**config.mk**
```make
export PLATFORM = sky130hd
export DESIGN_NAME = mcht_mul
export DESIGN_NICKNAME = d
export VERILOG_FILES = /design/src/mcht_pkg.sv /design/src/mcht_mul.sv
export SDC_FILE = /design/constraint.sdc
export NUM_CORES = 2
export LEC_CHECK = 0
export BUFFER_PORTS_ARGS = -buffer_cell sky130_fd_sc_hd__buf_4
export CAP_MARGIN = 10
export CORE_MARGIN = 2
export CORE_UTILIZATION = 38
export DETAILED_ROUTE_END_ITERATION = 8
export PLACE_DENSITY = 0.51
export SYNTH_ARGS = -nofsm -noshare
export SYNTH_HDL_FRONTEND = slang
export SYNTH_SLANG_ARGS = --single-unit
```
**constraint.sdc**
```tcl
create_clock -name clock -period 12.3 [get_ports clock]
set_input_delay 0 -clock clock [delete_from_list [all_inputs] [get_ports clock]]
set_output_delay 0 -clock clock [all_outputs]
set_load 0.02 [all_outputs]
```
**src/mcht_pkg.sv**
```systemverilog
// Package for the monotone convex hull trick block.
// Constants and payload structs; no dependencies.
package mcht_pkg;
   localparam int MAX_LINES = 1024;
   localparam int IDX_W = $clog2(MAX_LINES);
   localparam int CNT_W = IDX_W + 1;

   localparam logic CMD_ADD   = 1'b0;
   localparam logic CMD_QUERY = 1'b1;

   localparam logic [1:0] STATUS_OK    = 2'd0;
   localparam logic [1:0] STATUS_EMPTY = 2'd1;
   localparam logic [1:0] STATUS_FULL  = 2'd2;

   typedef struct packed {
      logic               command;
      logic signed [31:0] slope;
      logic signed [63:0] intercept;
      logic signed [31:0] tag;
      logic signed [31:0] point;
   } req_type;

   typedef struct packed {
      logic signed [63:0] best_value;
      logic signed [31:0] best_tag;
      logic [1:0]         status;
   } rsp_type;

   // one line as stored
   typedef struct packed {
      logic signed [31:0] slope;
      logic signed [63:0] intercept;
      logic signed [31:0] tag;
   } line_type;
endpackage

```
**src/mcht_mul.sv**
```systemverilog
// Shared 33x33 signed multiplier, registered output.
// Depends on mcht_pkg.
module mcht_mul (
   input  logic                clock,
   input  logic signed [32:0]  a,
   input  logic signed [32:0]  b,
   output logic signed [65:0]  p
);
   import mcht_pkg::*;
   logic signed [65:0] p_ff;
   always_ff @(posedge clock) begin
      p_ff <= a * b;
   end
   assign p = p_ff;
endmodule

```
# == Yosys cells after proc, flatten, opt, wreduce, memory -nomap -nowiden ==
# Cells that the tools add are included.
# Widths: inputs -> output; s select.
# classes
mul,1
# ops
operator,count
$mul 33x33->66,1
# word_totals
regBits,66
in_bits,67
out_inout_bits,66
elab_cells,2

# == Logic depth before layout (Yosys ltp) ==
# logic_depth
ltp_word,1
depth_mapped,27
mapped_depth_nobuf,26

# == Least setup slack after synthesis ==
# OpenSTA, ideal clock, no wires.
# synth_timing
path_kind,input-to-reg
from,in a[32]
to,"reg p_ff[62], in the netlist p[62]"
setup_time_ps,79
arrival_time_ps,7157
required_ps,12221
setup_slack_ps,5064
stages,23
path_buffers,2
path_cell_list,clkbuf_1 -> nand2_1 -> inv_1 -> fa_1 -> fa_1 -> fa_1 -> fa_1 -> fa_1 -> fa_1 -> fa_1 -> inv_1 -> fa_1 -> inv_1 -> ha_1 -> clkbuf_1 -> and3_1 -> nand3_1 -> nand2b_1 -> a2111oi_4 -> a211oi_4 -> a21o_2 -> a21o_1 -> a211oi_2
# synth_via
elab_chain_len,1
# synth_rtl
item,line_no,rtl
start: declaration,mcht_mul.sv:5,"input logic signed [32:0] a,"
$mul 33x33->66,mcht_mul.sv:12,p_ff <= a * b;
end signal: assignment,mcht_mul.sv:12,
end: declaration,mcht_mul.sv:10,logic signed [65:0] p_ff;
# No other way between the ends.

# == Final worst setup path ==
# layout_timing
from,in a[32]
to,"reg p_ff[64], in the netlist p[64]"
# Same word-level chain as after synthesis.

==> results.toml <==
[floorplan]
row_count = 120
dieArea_sq_mm = 0.110
initial_core_util = 0.382
pin_count = 133
die_width_um = 331
core_area_sq_mm = 0.107
die_height_um = 331

[synth]
ff_latch_count_synth = 66
synth-edff-count = 0
ys.warnings.count = 0
syn-num-nets = 5767
synth.distinct_cells = 80
avgSynthCellArea_sq_um = 9.39
synthFlopType = "sky130_fd_sc_hd__dfxtp_1"
synth_cells = 4338
synth-seq-area-share = 0.0324
synth-async-reset-ratio = 0
synth.cell_area_sq_mm = 0.0407

[sta]
max_slew.worst_pin.slew_ns = 0.948
timing.final.setup_violations = 0
rsz_0062_raised_after_global_routing = "no"
final_period_minus_worst_setup_slack_ns = 7.83
final_min_period_over_clock_period = 0.637
timing.setup.tns_ns = 0
fmax_mhz = 128
slew_headroom = 0.368
maxSlewViolCount = 0
hold_viol = 0

[final_layout]
final_cell_mix = "1,144 x sky130_fd_sc_hd__fa_1, 1,131 x sky130_fd_sc_hd__inv_1, 562 x sky130_fd_sc_hd__and2_1, 551 x sky130_fd_sc_hd__nand2_1, 217 x sky130_fd_sc_hd__ha_1"
area_delta_synth_final_pct = 5.47
final_common_cell = "sky130_fd_sc_hd__fa_1"
layout_cells_sized_above_1 = 0.0449
fillerInstances = 10800
largest_register_ff_count = 66
finish.net_count = 5696

[global_route]
grt_first_pass_wirelength_um = 187000
antenna_found_initial = 8
grt_start_max_net_pins = 34
grtUsageTotal = 0.224
first_global_vias = 30800
grt.overflow.total = 0

[drt]
detailroute.via_count = 27900
drt-pass1-iter-count = 5
via_per_inst = 4.92
antenna_left = 0
dr.first_iter.drc_count = 1437
routedWlPerCell_um = 20.7
remaining_drc_errors = 0
route.final.wire_length_um = 117000

[critical_path]
critical_path_arrival_ns = 8.15
worst_setup_path_end_kind = "flip-flop"
cp-start-kind = "input pin"
cp.required_ns = 12.61
critical_path.max_fanout = 33
path_class = "input pin to flip-flop"

[clocking]
hold_buffers = 0
htree_levels = 3
clk_transition_reported_paths_ns = 0.07
clock_path_buffers = 2
cts_sinks = 66
cts_tree = "built"
postCtsSetupBuffers = 0
cts-buffers-inserted = 9
root_buffer = "sky130_fd_sc_hd__clkbuf_16"
post_cts.resized_instances = 0

[worst_hold_path]
hold_path_class = "input pin to flip-flop"

[placed_design]
io_buffer_count = 132
hpwl_um = 94000
routability_congestion = 0.903

[job]
timing.max_cap.violations = 0

[status]
run_status = "finished, final reports clean"
cell usage after synthesis (12+ instances only):
cell                       number  area share
sky130_fd_sc_hd__a21o_1        36      0.0066
sky130_fd_sc_hd__a21oi_1       57      0.0070
sky130_fd_sc_hd__and2_1       562       0.086
sky130_fd_sc_hd__clkbuf_1     208       0.019
sky130_fd_sc_hd__dfxtp_1       66       0.032
sky130_fd_sc_hd__fa_1        1145        0.56
sky130_fd_sc_hd__ha_1         217       0.067
sky130_fd_sc_hd__inv_1       1131        0.10
sky130_fd_sc_hd__nand2_1      551       0.051
sky130_fd_sc_hd__nand2b_1      12      0.0018
sky130_fd_sc_hd__nand3_1       25      0.0031
sky130_fd_sc_hd__nor2_1        68      0.0063
sky130_fd_sc_hd__o21ai_0       25      0.0031
sky130_fd_sc_hd__xnor2_1       43      0.0092
sky130_fd_sc_hd__xor2_1        25      0.0054
final timing paths:
path              start    end  cells after the start
setup / recovery  a[32]  p[64]                     22
hold / removal     a[0]   p[0]                      2
per-layer routing:
metal  vias up  wire length, um  GRT usage
met3       140             4830     0.0270
li1      12200                -          -
met5         -               23          0
met4         4             2830     0.0554
met1     15000            50500      0.299
met2       614            59200      0.388
final cells by class:
class,instances,area [sq um],share of cell area
antenna,2,5.00,0.000116
clock inverter,5,30.0,0.000699
sequential,66,1320,0.0308
clock buffer,11,243,0.00565
timing repair buffer,139,1040,0.0243
multi-input combinational,2920,34300,0.799
tap,1403,1760,0.0409
inverter,1131,4250,0.0988
metrics by stage:
| stage | std cells | setup WS, ns | area, sq um | hold WS (ns) | util |
|---|---|---|---|---|---|
| final | 5677 | 4.47 | 43000 | 0.0632 | 0.402 |
| after global routing | 5676 | 4.12 | 43000 | 0.0503 | 0.402 |
| after CTS | 5675 | 4.49 | 43000 | 0.0417 | 0.402 |
| after detailed placement | 5659 | 4.08 | 42700 | 0.411 | 0.400 |
| after global placement | 5659 | 4.08 | 42700 | 0.410 | 0.400 |
| after floorplan | 4338 | 5.06 | 40700 | 0.127 | - |
logic make-up (layout without fill, tap and decap cells):
kind of cell,count (synthesis),count (layout),share of synthesized area
other cells,0,2,0
compound gates,219,219,0.0407
buf+inv,1352,1286,0.125
fa+ha+maj,1362,1362,0.629
simple gates,1271,1271,0.158
flops,66,66,0.0324
xor+xnor,68,68,0.0146
critical path: stages:
cell and delay [ns]:
sky130_fd_sc_hd__buf_4 0.34, sky130_fd_sc_hd__nand2_1 0.18, sky130_fd_sc_hd__inv_1 0.17, sky130_fd_sc_hd__fa_1 0.52
sky130_fd_sc_hd__fa_1 0.57, sky130_fd_sc_hd__fa_2 0.83, sky130_fd_sc_hd__fa_1 0.52, sky130_fd_sc_hd__fa_1 0.51
sky130_fd_sc_hd__fa_1 0.52, sky130_fd_sc_hd__fa_1 0.49, sky130_fd_sc_hd__inv_1 0.05, sky130_fd_sc_hd__fa_1 0.53
sky130_fd_sc_hd__inv_1 0.06, sky130_fd_sc_hd__ha_1 0.45, sky130_fd_sc_hd__nand3_1 0.25, sky130_fd_sc_hd__nor2_1 0.26
sky130_fd_sc_hd__nand2_1 0.12, sky130_fd_sc_hd__nor3_1 0.76, sky130_fd_sc_hd__o311ai_4 0.37, sky130_fd_sc_hd__nand3_2 0.25
sky130_fd_sc_hd__a211oi_1 0.10, sky130_fd_sc_hd__a311oi_1 0.27
Power is left out: the tool's default activity adds up to more than one toggle a clock period on the data nets, which glitch-free logic cannot reach.
